--- config.mk ---
export PLATFORM = sky130hd
export DESIGN_NAME = iq_decimating_ssb_receiver_flat
export DESIGN_NICKNAME = d
export VERILOG_FILES = /design/src/sv/iqssb_pkg.sv /design/src/sv/iqssb_if.sv /design/src/sv/iq_decimating_ssb_receiver.sv /design/src/sv/iqssb_decim.sv /design/src/sv/iqssb_hilbert.sv /design/src/sv/iqssb_idelay.sv /design/src/flat_wrapper.sv
export SDC_FILE = /design/constraint.sdc
export NUM_CORES = 1
export LEC_CHECK = 0
export BUFFER_PORTS_ARGS = -buffer_cell sky130_fd_sc_hd__buf_2
export CORE_AREA = 5 5 258 260
export DETAILED_ROUTE_END_ITERATION = 6
export DIE_AREA = 0 0 263 265
export GPL_TIMING_DRIVEN = 0
export PLACE_DENSITY = 0.74
export SYNTH_ARGS = -nofsm -noshare
export SYNTH_HDL_FRONTEND = slang
export SYNTH_SLANG_ARGS = --single-unit
--- constraint.sdc ---
create_clock -name clk -period 7.6 [get_ports clk]
set_input_delay 0.76 -clock clk [delete_from_list [all_inputs] [get_ports clk]]
set_output_delay 0.76 -clock clk [all_outputs]
set_load 0.02 [all_outputs]
--- src/sv/iqssb_pkg.sv ---
`timescale 1ns / 1ps

package iqssb_pkg;

  localparam int PHASE_W  = 3;
  localparam int SAMPLE_W = 10;
  localparam int GAIN_W   = 4;
  localparam int DATA_W   = 16;

  // working widths of the decimator chain
  localparam int X_W  = SAMPLE_W;
  localparam int XE_W = X_W + 1;
  localparam int S1_W = X_W + 2;
  localparam int S2_W = X_W + 4;
  localparam int D_W  = S2_W + 1;

  localparam int NUM_CH  = 2;
  localparam int I_DEPTH = 7;
  localparam int Q_DEPTH = 14;
  localparam int Q_CENTER = 7;

  // hilbert accumulator and final divide by 128
  localparam int ACC_W   = S2_W + 8;
  localparam int H_SHIFT = 7;

  localparam logic signed [XE_W-1:0]  ADC_OFFSET_C = 512;
  localparam logic signed [ACC_W-1:0] H_C0 = 2;
  localparam logic signed [ACC_W-1:0] H_C2 = 8;
  localparam logic signed [ACC_W-1:0] H_C4 = 21;
  localparam logic signed [ACC_W-1:0] H_C6 = 15;

  localparam logic [PHASE_W-1:0] PH_EMIT    = 3'd0;
  localparam logic [PHASE_W-1:0] PH_HILBERT = 3'd7;

  typedef struct packed {
    logic signed [X_W-1:0]  last_raw;
    logic signed [X_W-1:0]  s1_hold;
    logic signed [X_W-1:0]  s1_prev;
    logic signed [S1_W-1:0] s2_hold;
    logic signed [S1_W-1:0] s2_prev;
  } chan_state_t;

  typedef struct packed {
    logic                   valid;
    logic [PHASE_W-1:0]     phase;
    logic signed [S2_W-1:0] sample;
  } stage_t;

endpackage

--- src/sv/iqssb_if.sv ---
`timescale 1ns / 1ps

interface iqssb_in_if;
  logic                              valid;
  logic                              ready;
  logic [iqssb_pkg::SAMPLE_W-1:0]    adc_sample;

  modport source (output valid, output adc_sample, input ready);
  modport sink   (input valid, input adc_sample, output ready);
endinterface

interface iqssb_out_if;
  logic                              valid;
  logic                              ready;
  logic signed [iqssb_pkg::DATA_W-1:0] sideband_sum;
  logic signed [iqssb_pkg::DATA_W-1:0] i_sample;
  logic signed [iqssb_pkg::DATA_W-1:0] q_sample;

  modport source (output valid, output sideband_sum, output i_sample, output q_sample,
                  input ready);
  modport sink   (input valid, input sideband_sum, input i_sample, input q_sample,
                  output ready);
endinterface

--- src/sv/iq_decimating_ssb_receiver.sv ---
`timescale 1ns / 1ps
// a result is registered on out_ch after its phase-0 sample has passed stages a and b
// throughput: one sample per cycle while in_ch.ready is high, one result per eight samples;
//   the read-modify-write of the channel state memory sets the pipeline depth
// apart from reset, a phase-0 sample is held off only while an earlier result waits on out_ch
// reset (rst_n low, synchronous) clears phase, gain and the hilbert taps directly, and the other
//   filter state through valid bits on the memories; no clearing pass, ready rises as soon as rst_n is released

module iq_decimating_ssb_receiver #(
  parameter int I_DELAY_DEPTH = iqssb_pkg::I_DEPTH
) (
  input  logic                           clk,
  input  logic                           rst_n,
  input  logic                           cfg_wr_en,
  input  logic [iqssb_pkg::GAIN_W-1:0]   cfg_wr_data,
  iqssb_in_if.sink                       in_ch,
  iqssb_out_if.source                    out_ch
);

  localparam int DATA_W = iqssb_pkg::DATA_W;

  logic [iqssb_pkg::PHASE_W-1:0] phase_r;
  logic [iqssb_pkg::GAIN_W-1:0]  gain_r;
  logic                          in_fire;
  logic                          emit;

  iqssb_pkg::stage_t             b_stage;
  logic signed [iqssb_pkg::S2_W-1:0] i_delayed;
  logic signed [iqssb_pkg::S2_W-1:0] q_center;
  logic signed [DATA_W-1:0]      hilbert;

  logic                          out_valid_r;
  logic signed [DATA_W-1:0]      out_sum_r;
  logic signed [DATA_W-1:0]      out_i_r;
  logic signed [DATA_W-1:0]      out_q_r;

  assign in_ch.ready = rst_n && ((phase_r != iqssb_pkg::PH_EMIT) || !out_valid_r
                                 || out_ch.ready);
  assign in_fire = in_ch.valid && in_ch.ready;

  always_ff @(posedge clk) begin
    if (!rst_n) begin
      phase_r <= '0;
      gain_r  <= '0;
    end else begin
      if (in_fire) begin
        phase_r <= phase_r + 1'b1;
      end
      if (cfg_wr_en) begin
        gain_r <= cfg_wr_data;
      end
    end
  end

  iqssb_decim u_decim (
    .clk        (clk),
    .rst_n      (rst_n),
    .fire       (in_fire),
    .adc_sample (in_ch.adc_sample),
    .phase      (phase_r),
    .gain_shift (gain_r),
    .stage      (b_stage)
  );

  iqssb_idelay #(
    .DEPTH (I_DELAY_DEPTH)
  ) u_idelay (
    .clk   (clk),
    .rst_n (rst_n),
    .rd_en (in_fire && (phase_r == iqssb_pkg::PH_EMIT)),
    .stage (b_stage),
    .i_out (i_delayed)
  );

  iqssb_hilbert u_hilbert (
    .clk      (clk),
    .rst_n    (rst_n),
    .stage    (b_stage),
    .hilbert  (hilbert),
    .q_center (q_center)
  );

  assign emit = b_stage.valid && (b_stage.phase == iqssb_pkg::PH_EMIT);

  always_ff @(posedge clk) begin
    if (emit) begin
      out_sum_r <= DATA_W'(i_delayed) + hilbert;
      out_i_r   <= DATA_W'(i_delayed);
      out_q_r   <= DATA_W'(q_center);
    end
  end

  always_ff @(posedge clk) begin
    if (!rst_n) begin
      out_valid_r <= 1'b0;
    end else if (emit) begin
      out_valid_r <= 1'b1;
    end else if (out_ch.ready) begin
      out_valid_r <= 1'b0;
    end
  end

  assign out_ch.valid        = out_valid_r;
  assign out_ch.sideband_sum = out_sum_r;
  assign out_ch.i_sample     = out_i_r;
  assign out_ch.q_sample     = out_q_r;

  a_no_overwrite: assert property (@(posedge clk) disable iff (!rst_n)
    emit |-> !out_valid_r)
    else $error("result overwrites a pending result");

  a_emit_latency: assert property (@(posedge clk) disable iff (!rst_n)
    (in_fire && (phase_r == iqssb_pkg::PH_EMIT)) |=> ##1
      (b_stage.valid && (b_stage.phase == iqssb_pkg::PH_EMIT)))
    else $error("phase-0 sample did not reach the output stage in time");

  a_valid_source: assert property (@(posedge clk) disable iff (!rst_n)
    $rose(out_valid_r) |-> $past(emit))
    else $error("output valid rose without a result");

endmodule

--- src/sv/iqssb_decim.sv ---
`timescale 1ns / 1ps

module iqssb_decim (
  input  logic                               clk,
  input  logic                               rst_n,
  input  logic                               fire,
  input  logic [iqssb_pkg::SAMPLE_W-1:0]     adc_sample,
  input  logic [iqssb_pkg::PHASE_W-1:0]      phase,
  input  logic [iqssb_pkg::GAIN_W-1:0]       gain_shift,
  output iqssb_pkg::stage_t                  stage
);

  localparam int X_W    = iqssb_pkg::X_W;
  localparam int XE_W   = iqssb_pkg::XE_W;
  localparam int S1_W   = iqssb_pkg::S1_W;
  localparam int S2_W   = iqssb_pkg::S2_W;
  localparam int NUM_CH = iqssb_pkg::NUM_CH;

  // per-channel filter state, index 0 = I, 1 = Q
  iqssb_pkg::chan_state_t chan_mem_r [NUM_CH];
  logic [NUM_CH-1:0]      chan_vld_r;

  iqssb_pkg::chan_state_t rd_data_r;
  logic                   rd_vld_r;

  logic                             a_valid_r;
  logic [iqssb_pkg::PHASE_W-1:0]    a_phase_r;
  logic signed [X_W-1:0]            a_x_r;

  logic                             b_valid_r;
  logic [iqssb_pkg::PHASE_W-1:0]    b_phase_r;
  logic signed [S2_W-1:0]           b_sample_r;

  logic signed [XE_W-1:0]           x_ext;
  logic signed [X_W-1:0]            x_new;

  iqssb_pkg::chan_state_t cs;
  iqssb_pkg::chan_state_t cs_nxt;
  logic                             is_i;
  logic [iqssb_pkg::PHASE_W-1:0]    sel;
  logic signed [XE_W-1:0]           avg_sum;
  logic signed [XE_W-1:0]           avg_adj;
  logic signed [X_W-1:0]            xv;
  logic signed [S1_W-1:0]           s1;
  logic signed [S2_W-1:0]           s2;
  logic signed [S2_W-1:0]           s2_sh;

  assign x_ext = $signed({1'b0, adc_sample}) - iqssb_pkg::ADC_OFFSET_C;
  assign x_new = x_ext[X_W-1:0];

  // read on transfer, data lands with the item in stage a
  always_ff @(posedge clk) begin
    if (fire) begin
      rd_data_r <= chan_mem_r[phase[0]];
      a_phase_r <= phase;
      a_x_r     <= x_new;
    end
  end

  always_ff @(posedge clk) begin
    if (!rst_n) begin
      a_valid_r <= 1'b0;
      rd_vld_r  <= 1'b0;
    end else begin
      a_valid_r <= fire;
      if (fire) begin
        rd_vld_r <= chan_vld_r[phase[0]];
      end
    end
  end

  always_comb begin
    cs      = rd_vld_r ? rd_data_r : '0;
    is_i    = !a_phase_r[0];
    sel     = is_i ? ~a_phase_r : a_phase_r;
    avg_sum = XE_W'(cs.last_raw) + XE_W'(a_x_r);
    // halve with truncation toward zero
    avg_adj = avg_sum + {{(XE_W-1){1'b0}}, avg_sum[XE_W-1]};
    xv      = is_i ? avg_adj[XE_W-1:1] : a_x_r;
    s1      = S1_W'(xv) + S1_W'(cs.s1_prev) + (S1_W'(cs.s1_hold) <<< 1);
    s2      = S2_W'(s1) + S2_W'(cs.s2_prev) + (S2_W'(cs.s2_hold) <<< 1);
    s2_sh   = s2 >>> gain_shift;

    cs_nxt = cs;
    if (is_i) begin
      cs_nxt.last_raw = a_x_r;
    end
    if (!sel[1]) begin
      cs_nxt.s1_hold = xv;
    end else begin
      cs_nxt.s1_prev = xv;
      if (sel[2]) begin
        cs_nxt.s2_prev = s1;
      end else begin
        cs_nxt.s2_hold = s1;
      end
    end
  end

  // write back from stage a, in the cycle after the read
  always_ff @(posedge clk) begin
    if (a_valid_r) begin
      chan_mem_r[a_phase_r[0]] <= cs_nxt;
    end
  end

  always_ff @(posedge clk) begin
    if (!rst_n) begin
      chan_vld_r <= '0;
    end else if (a_valid_r) begin
      chan_vld_r[a_phase_r[0]] <= 1'b1;
    end
  end

  always_ff @(posedge clk) begin
    if (a_valid_r) begin
      b_phase_r  <= a_phase_r;
      b_sample_r <= s2_sh;
    end
  end

  always_ff @(posedge clk) begin
    if (!rst_n) begin
      b_valid_r <= 1'b0;
    end else begin
      b_valid_r <= a_valid_r;
    end
  end

  assign stage = '{valid: b_valid_r, phase: b_phase_r, sample: b_sample_r};

  // channels alternate, so a read never meets the write-back of the same entry
  a_no_rw_collision: assert property (@(posedge clk) disable iff (!rst_n)
    (fire && a_valid_r) |-> (phase[0] != a_phase_r[0]))
    else $error("channel state read collides with write-back");

endmodule

--- src/sv/iqssb_hilbert.sv ---
`timescale 1ns / 1ps

module iqssb_hilbert (
  input  logic                                  clk,
  input  logic                                  rst_n,
  input  iqssb_pkg::stage_t                     stage,
  output logic signed [iqssb_pkg::DATA_W-1:0]   hilbert,
  output logic signed [iqssb_pkg::S2_W-1:0]     q_center
);

  localparam int S2_W    = iqssb_pkg::S2_W;
  localparam int D_W     = iqssb_pkg::D_W;
  localparam int ACC_W   = iqssb_pkg::ACC_W;
  localparam int H_SHIFT = iqssb_pkg::H_SHIFT;
  localparam int DATA_W  = iqssb_pkg::DATA_W;
  localparam int Q_DEPTH = iqssb_pkg::Q_DEPTH;

  logic signed [S2_W-1:0]   taps_r [Q_DEPTH];
  logic signed [ACC_W-1:0]  part_r;
  logic signed [S2_W-1:0]   midh_r;
  logic signed [DATA_W-1:0] hilbert_r;
  logic signed [S2_W-1:0]   q_center_r;

  logic signed [D_W-1:0]    d2;
  logic signed [D_W-1:0]    d4;
  logic signed [D_W-1:0]    mid;
  logic signed [D_W-1:0]    mid_adj;
  logic signed [ACC_W-1:0]  part_nxt;
  logic signed [ACC_W-1:0]  acc;
  logic signed [ACC_W-1:0]  acc_adj;
  logic signed [ACC_W-H_SHIFT-1:0] q_div;
  logic signed [DATA_W-1:0] hilbert_nxt;
  logic                     upd;

  assign upd = stage.valid && (stage.phase == iqssb_pkg::PH_HILBERT);

  // tap-only part of the sum, settles long before the next update
  always_comb begin
    d2       = D_W'(taps_r[2]) - D_W'(taps_r[12]);
    d4       = D_W'(taps_r[4]) - D_W'(taps_r[10]);
    mid      = D_W'(taps_r[6]) - D_W'(taps_r[8]);
    mid_adj  = mid + {{(D_W-1){1'b0}}, mid[D_W-1]};
    part_nxt = ACC_W'(taps_r[0]) * iqssb_pkg::H_C0 + ACC_W'(d2) * iqssb_pkg::H_C2
             + ACC_W'(d4) * iqssb_pkg::H_C4 + ACC_W'(mid) * iqssb_pkg::H_C6;
  end

  always_comb begin
    acc         = part_r - ACC_W'(stage.sample) * iqssb_pkg::H_C0;
    acc_adj     = acc + {{(ACC_W-H_SHIFT){1'b0}}, {H_SHIFT{acc[ACC_W-1]}}};
    q_div       = acc_adj[ACC_W-1:H_SHIFT];
    hilbert_nxt = DATA_W'(q_div) + DATA_W'(midh_r);
  end

  always_ff @(posedge clk) begin
    if (!rst_n) begin
      for (int k = 0; k < Q_DEPTH; k++) begin
        taps_r[k] <= '0;
      end
      part_r     <= '0;
      midh_r     <= '0;
      hilbert_r  <= '0;
      q_center_r <= '0;
    end else begin
      part_r <= part_nxt;
      midh_r <= mid_adj[D_W-1:1];
      if (upd) begin
        for (int k = 0; k < Q_DEPTH - 1; k++) begin
          taps_r[k] <= taps_r[k+1];
        end
        taps_r[Q_DEPTH-1] <= stage.sample;
        hilbert_r         <= hilbert_nxt;
        q_center_r        <= taps_r[iqssb_pkg::Q_CENTER];
      end
    end
  end

  assign hilbert  = hilbert_r;
  assign q_center = q_center_r;

endmodule

--- src/sv/iqssb_idelay.sv ---
`timescale 1ns / 1ps

module iqssb_idelay #(
  parameter int DEPTH = iqssb_pkg::I_DEPTH
) (
  input  logic                              clk,
  input  logic                              rst_n,
  input  logic                              rd_en,
  input  iqssb_pkg::stage_t                 stage,
  output logic signed [iqssb_pkg::S2_W-1:0] i_out
);

  localparam int S2_W  = iqssb_pkg::S2_W;
  localparam int PTR_W = $clog2(DEPTH);
  localparam logic [PTR_W-1:0] PTR_LAST = PTR_W'(DEPTH - 1);

  // circular buffer, the slot at the pointer holds the oldest sample
  logic signed [S2_W-1:0] mem_r [DEPTH];
  logic [DEPTH-1:0]       vld_r;
  logic [PTR_W-1:0]       ptr_r;
  logic signed [S2_W-1:0] rd_data_r;
  logic                   rd_vld_r;
  logic                   wr_en;

  assign wr_en = stage.valid && (stage.phase == iqssb_pkg::PH_EMIT);

  always_ff @(posedge clk) begin
    if (rd_en) begin
      rd_data_r <= mem_r[ptr_r];
    end
    if (wr_en) begin
      mem_r[ptr_r] <= stage.sample;
    end
  end

  always_ff @(posedge clk) begin
    if (!rst_n) begin
      vld_r    <= '0;
      ptr_r    <= '0;
      rd_vld_r <= 1'b0;
    end else begin
      if (rd_en) begin
        rd_vld_r <= vld_r[ptr_r];
      end
      if (wr_en) begin
        vld_r[ptr_r] <= 1'b1;
        ptr_r        <= (ptr_r == PTR_LAST) ? '0 : ptr_r + 1'b1;
      end
    end
  end

  assign i_out = rd_vld_r ? rd_data_r : '0;

endmodule

--- src/flat_wrapper.sv ---
// flat-port wrapper written by rule: the top's interface ports become plain ports
module iq_decimating_ssb_receiver_flat 
#(
  parameter int I_DELAY_DEPTH = iqssb_pkg::I_DEPTH
)
  (clk, rst_n, cfg_wr_en, cfg_wr_data, in_ch_valid, in_ch_adc_sample, in_ch_ready, out_ch_valid, out_ch_sideband_sum, out_ch_i_sample, out_ch_q_sample, out_ch_ready);
  iqssb_in_if in_ch_i ();
  iqssb_out_if out_ch_i ();
  input  logic clk;
  input  logic rst_n;
  input  logic cfg_wr_en;
  input  logic [iqssb_pkg::GAIN_W-1:0] cfg_wr_data;
  input wire logic [$bits(in_ch_i.valid)-1:0] in_ch_valid;
  input wire logic [$bits(in_ch_i.adc_sample)-1:0] in_ch_adc_sample;
  output wire logic [$bits(in_ch_i.ready)-1:0] in_ch_ready;
  output wire logic [$bits(out_ch_i.valid)-1:0] out_ch_valid;
  output wire logic [$bits(out_ch_i.sideband_sum)-1:0] out_ch_sideband_sum;
  output wire logic [$bits(out_ch_i.i_sample)-1:0] out_ch_i_sample;
  output wire logic [$bits(out_ch_i.q_sample)-1:0] out_ch_q_sample;
  input wire logic [$bits(out_ch_i.ready)-1:0] out_ch_ready;
  assign in_ch_i.valid = in_ch_valid;
  assign in_ch_i.adc_sample = in_ch_adc_sample;
  assign in_ch_ready = in_ch_i.ready;
  assign out_ch_valid = out_ch_i.valid;
  assign out_ch_sideband_sum = out_ch_i.sideband_sum;
  assign out_ch_i_sample = out_ch_i.i_sample;
  assign out_ch_q_sample = out_ch_i.q_sample;
  assign out_ch_i.ready = out_ch_ready;
  iq_decimating_ssb_receiver #(.I_DELAY_DEPTH(I_DELAY_DEPTH)) u_core (.clk(clk), .rst_n(rst_n), .cfg_wr_en(cfg_wr_en), .cfg_wr_data(cfg_wr_data), .in_ch(in_ch_i), .out_ch(out_ch_i));
endmodule
==> reports/summary.txt, run 1 <==
global-route wire length before repair - 125 mm
antenna violations before repair - 1
RSZ-0062 raised after global routing - true
worst-margin pin slew - 1190 ps
via count - 22500
part of the power in combinational logic - 59.0%
Overflow after GRT - 0
ys flop type - edfxtp_1
WL final - 79.8 mm
P_leak - 16.0 nW
overall power - 0.0180 W
Residual DRC - 3
clock share of power - 17.8%
crit-path max cell delay - 560 ps
H-tree Lvls - 3
# port buffers - 66
setup ws final - -225 ps
core area - 63900 sq um
Antenna Violating Nets Remaining - 0
routed wl met2 - 40.1 mm
Net Sw Power - 0.00755 W
drt first pass iters - 7
Rows - 93
Synth area leaders - edfxtp_1, fa_1, ha_1
# setup viols final - 13
worst hold path type - in -> reg
vias per cell - 5.66
height of the die - 265 microns
io pins - 69
sequential share of power - 23.2%
Post-Syn Nets - 3232
clock slew at reported path FFs - 60 ps
Maximum Capacitance Violations - 0
hold path startpoint - in_ch_adc_sample[4]
Tmin final - 7820 ps
Worst Hold Endpoint - u_core.u_decim.a_x_r[4]$_DFFE_PP_
Crit. End Element - flop
Sw Ratio - 41.9%
Design Area, Final - 39700 sq um
Post-Syn Instances - 2868
clock skew - 30.6 ps
pre-CTS setup slack - -1450 ps
flops & latches, synth - 634
most frequent cell after synthesis - edfxtp_1
root buffer cell - clkbuf_16
failing checks - DRC, setup timing
Antenna Cells - 0
number of global-route vias before repair - 23000
metal3 WL - 4.17 mm
Initial Utilization - 54.7%
Hold Path Depth - 1
reg2reg start - u_core.u_decim.rd_vld_r$_SDFFE_PN0P_
GPL Wtd Cong - 0.901
initial DRC count - 1848
status - finished with violations
number of flops mapped to enable cells by yosys - 544
FFs w/ async S/R, synth - 0%
Worst EP required - 8020 ps
Clock Path Buffers - 3
R2R Setup Slk - -220 ps
Netlist Area Pre-Place - 34900 sq um
Fin Hold WS - 324 ps
die area - 69700 sq um
final hold violations - 0
cell taking the most area after synthesis - edfxtp_1
top cell type's share of synthesized area - 46.8%
Sink Count - 634
die width - 263 microns
worst r2r dst - u_core.u_decim.b_sample_r[5]$_DFFE_PP_
VDD IR-drop max - 936 uV
post-synthesis sequential area ratio - 51.9%
CTS buffer count - 69
M1 WL - 32.8 mm
largest net degree at the start of global routing - 141
placed insts - 3798
Slew HR - 19.6%
CTS tree - yes
Arr. time, crit path - 8250 ps
synth unique cells - 89
Highest Signal Layer - met5
fin cells - 3982
wire per inst - 20.0 microns
f_max - 128 MHz
Power Dens Cells - 454 nW/um^2
layout cells sized above 1 - 15.3%
Pint - 0.0105 W
FF-to-FF path depth - 33
Pins Over Slew Limit - 0
Total GRT Usage - 22.5%
worst-path fanout max - 6
clock latency on the worst-skew pair - 610 ps
Crit path top cell by count - a21o_1
synth cell count leaders - edfxtp_1, inv_1, and2_1, ha_1, nor2_1
Avg Cell Area, Syn - 12.2 sq um
Worst Setup Start Kind - flop
Setup CP Type - reg -> reg
Placement Cell Area - 36600 sq um
YS warnings - 0
period utilization - 103%
Layout area overhead - 13.8%
crit path max-delay cell type - fa_1
Net count, final - 3437
dpl hpwl - 57.5 mm
routing by layer:
metal | track usage, % | vias to the layer above
met3 | 3.38 | 164
li1 | - | 10500
met2 | 39.5 | 694
met4 | 7.66 | 2
met5 | 0 | -
met1 | 28.8 | 11200
worst max-delay path by stage:
stage                                               from                                endpoint  slack (ps)
detailed placement  u_core.u_decim.rd_vld_r$_SDFFE_PN0P_  u_core.u_decim.b_sample_r[3]$_DFFE_PP_       -1450
floorplan           u_core.u_decim.rd_vld_r$_SDFFE_PN0P_  u_core.u_decim.b_sample_r[5]$_DFFE_PP_          10
global route        u_core.u_decim.rd_vld_r$_SDFFE_PN0P_  u_core.u_decim.b_sample_r[0]$_DFFE_PP_        -520
global placement    u_core.u_decim.rd_vld_r$_SDFFE_PN0P_  u_core.u_decim.b_sample_r[1]$_DFFE_PP_       -1290
CTS                 u_core.u_decim.rd_vld_r$_SDFFE_PN0P_  u_core.u_decim.b_sample_r[5]$_DFFE_PP_        -140
finish              u_core.u_decim.rd_vld_r$_SDFFE_PN0P_  u_core.u_decim.b_sample_r[5]$_DFFE_PP_        -220
cells by family after synthesis:
logic type | Yosys count | share of synthesized area [%]
AOI/OAI and AO/OA | 414 | 7.95
xor gates and xnor gates | 140 | 3.53
adders and majority gates | 345 | 15.3
buffers and inverters | 419 | 4.70
DFF | 634 | 51.9
muxes | 159 | 5.54
and+or+nand+nor | 757 | 11.1
cells in the final DEF, fill, tap and decap left out, drive strengths merged, types with 7 or more instances in the layout:
cell type,Yosys,layout
a2111oi,7,7
and2,218,218
buf,14,150
xor2,53,53
nor2,191,191
nand4,10,10
o21ai,103,103
xnor2,87,87
inv,328,333
or2,9,9
a22o,13,13
o21bai,12,12
clkbuf,76,164
a21boi,10,10
nor3b,7,7
a211oi,16,16
nand3,34,34
clkinv,1,27
dfxtp,90,90
fa,135,135
nand2b,26,26
mux2,93,93
a31oi,16,16
o211ai,12,12
nor3,73,73
mux4,18,18
or3,9,9
and3,13,13
a211o,7,7
ha,210,210
nand2,128,128
a21oi,92,92
edfxtp,544,544
mux2i,48,48
o21a,15,15
o2111ai,12,12
nor2b,23,23
a21o,44,44
worst max-delay path: cells and delay by family (launching register included):
kind	cells	cell delay [ps]
compound gates	17	3400
xor+xnor	2	360
buf+inv	2	190
flops	1	340
fa+ha+maj	8	2530
mux	2	620
simple gates	2	170
power groups by stage:
stage / logic (W) / clock network [W] / registers [W]
finish: 0.0106 / 0.00320 / 0.00419
global route: 0.0118 / 0.00341 / 0.00420
CTS: 0.00982 / 0.00327 / 0.00419
detailed placement: 0.00950 / 0 / 0.00426
global placement: 0.00921 / 0 / 0.00427
floorplan: 0.00736 / 0 / 0.00421
area by class of cell:
| type | instances | area, sq um |
|---|---|---|
| Clock buffer | 90 | 1860 |
| Timing Repair Buffer | 135 | 947 |
| Multi-Input combinational cell | 1815 | 15800 |
| Inverter | 329 | 1240 |
| Sequential cell | 634 | 18100 |
| Buffer | 89 | 418 |
| Clock inverter | 35 | 283 |
| Fill cell | 4793 | 24200 |
| Tap cell | 855 | 1070 |
stage by stage:
stage	util, %	setup TNS, ps
floorplan	-	0
global placement	56.9	-22890
detailed placement	57.2	-20220
CTS	61.5	-707
global route	62.2	-6020
finish	62.2	-1920
state kept, by name (all words and copies together), names as in the netlist, 2 cells and up:
signal and flops:
u_core.u_hilbert.taps_r 196, u_core.u_decim.chan_mem_r 108, u_core.u_idelay.mem_r 98, u_core.u_decim.rd_data_r 54
u_core.u_hilbert.part_r 22, u_core.out_ch.sideband_sum 16, u_core.u_hilbert.hilbert 16, u_core.out_ch.i_sample 14
u_core.out_ch.q_sample 14, u_core.u_decim.b_sample_r 14, u_core.u_hilbert.midh_r 14, u_core.u_hilbert.q_center 14
u_core.u_idelay.rd_data_r 14, u_core.u_decim.a_x_r 10, u_core.u_idelay.vld_r 7, u_core.gain_r 4
u_core.phase_r 3, u_core.u_decim.a_phase_r 3, u_core.u_decim.b_phase_r 3, u_core.u_idelay.ptr_r 3
u_core.u_decim.chan_vld_r 2
repair_timing:
item / 4_1_cts / 5_1_grt
hold buffers: 0 / 0
setup endpoints to repair: 19 / 21
pin swaps: 46 / 51
gates resized for setup: 68 / 49
buffers inserted: 31 / 28
No activity file was read; power rests on OpenSTA's default activity.
==> inputs of run 2 (changes only) <==
CORE_AREA = 5 5 322 324   (was 5 5 258 260)
DIE_AREA = 0 0 327 329   (was 0 0 263 265)
PLACE_DENSITY = unset   (was 0.74)
==> reports/summary.txt, run 2 (synthesis gave the netlist of run 1 again) <==
status - finished with violations
failing checks - setup timing
layout cells sized above 1 - 15.3%
worst hold path type - in -> reg
leading cell type in the layout, fill and taps excluded - edfxtp_1
dpl hpwl - 58.9 mm
Pins Over Slew Limit - 0
VDD IR-drop max - 943 uV
commonest cells after routing, fill and taps aside - edfxtp_1, inv_1, and2_1
Tmin final - 7640 ps
largest net degree at the start of global routing - 137
# setup viols final - 3
Antenna Violating Nets Remaining - 0
Layout area overhead - 15.9%
clock slew at reported path FFs - 60 ps
core area - 101000 sq um
WL final - 80.4 mm
Initial Utilization - 34.6%
Rows - 117
Maximum Capacitance Violations - 0
Antenna Cells - 0
Crit. End Element - flop
io pins - 69
Sink Count - 634
# port buffers - 66
clock latency on the worst-skew pair - 630 ps
largest register by flop count - u_core.u_hilbert.taps_r
Residual DRC - 0
wire per inst - 18.1 microns
die area - 108000 sq um
f_max - 131 MHz
initial DRC count - 1508
placed insts - 4256
global-route wire length before repair - 125 mm
fin cells - 4434
die width - 327 microns
height of the die - 329 microns
Overflow after GRT - 0
P_leak - 16.2 nW
RSZ-0062 raised after global routing - true
Power Dens Cells - 434 nW/um^2
max reg flops - 196
worst-path fanout max - 3
Arr. time, crit path - 8090 ps
via count - 21700
antenna violations before repair - 2
overall power - 0.0176 W
Slew HR - 7.38%
Worst Setup Start Kind - flop
crit-path max cell delay - 510 ps
CTS tree - yes
worst-margin pin slew - 1370 ps
Clock Path Buffers - 3
period utilization - 101%
crit path max-delay cell type - fa_1
clock skew - 30.6 ps
vias per cell - 4.89
final hold violations - 0
Net count, final - 3430
CTS buffer count - 71
Fin Hold WS - 306 ps
root buffer cell - clkbuf_16
Setup CP Type - reg -> reg
H-tree Lvls - 3
Total GRT Usage - 14.9%
Crit path top cell by count - a21o_1
Setup Total Neg Slack - -86.8 ps
number of global-route vias before repair - 21900
Worst EP required - 8050 ps
drt first pass iters - 5
setup ws final - -43.2 ps
GPL Wtd Cong - 0.878
## run 2: critical path, delay by kind of cell, from the launching register on
family,cells,cell delay (ps)
DFF,1,360
buffers and inverters,2,190
and+or+nand+nor,2,190
AOI/OAI and AO/OA,17,3230
muxes,2,660
adders and majority gates,8,2480
xor gates and xnor gates,2,330
## run 2: worst paths after layout
check	from	endpoint	slack (ps)	cells after the start
max	u_core.u_decim.rd_vld_r$_SDFFE_PN0P_	u_core.u_decim.b_sample_r[5]$_DFFE_PP_	-40	33
max reg2reg	u_core.u_decim.rd_vld_r$_SDFFE_PN0P_	u_core.u_decim.b_sample_r[5]$_DFFE_PP_	-40	33
min	in_ch_adc_sample[5]	u_core.u_decim.a_x_r[5]$_DFFE_PP_	310	1
min reg2reg	u_core.u_hilbert.q_center[12]$_SDFFE_PN0P_	u_core.out_ch.q_sample[12]$_DFFE_PP_	430	0
## run 2: final cells by class
cell class,count,area [sq um]
plain buffers,89,428
clock buffers,94,1920
clock inverters,38,468
fillers,9525,60400
inverters,329,1250
multi-input cells,1815,15700
flip-flops and latches,634,18100
well taps,1309,1640
repair buffers,126,917
## run 2: timing repair
action	in CTS	in global routing
endpoints found under the setup margin	20	20
hold buffers	0	0
endpoints found under the hold margin	0	0
cloned	0	0
pin swaps	35	24
buffers inserted	32	15
resized for setup	55	53
## run 2: per-layer routing
layer	wire length (microns)	up-vias	track usage, %
li1	-	10500	-
met2	37700	470	24.8
met3	4300	116	2.71
met5	13	-	0
met4	1910	2	3.62
met1	36600	10600	20.3
## run 2: power breakdown
group          total (W)  switching, W  internal (W)
clock network    0.00350       0.00147       0.00203
logic            0.00990       0.00567       0.00423
registers        0.00418      0.000104       0.00407
total             0.0176       0.00725        0.0103
## run 2: per-stage QoR
stage	setup slack, ps	utilization, %	cell area (sq um)
finish	-43.2	40.1	40500
global route	-328	40.1	40500
CTS	-4.43	39.8	40100
detailed placement	-1600	36.9	37200
global placement	-1570	36.6	36900
floorplan	13.3	-	35000
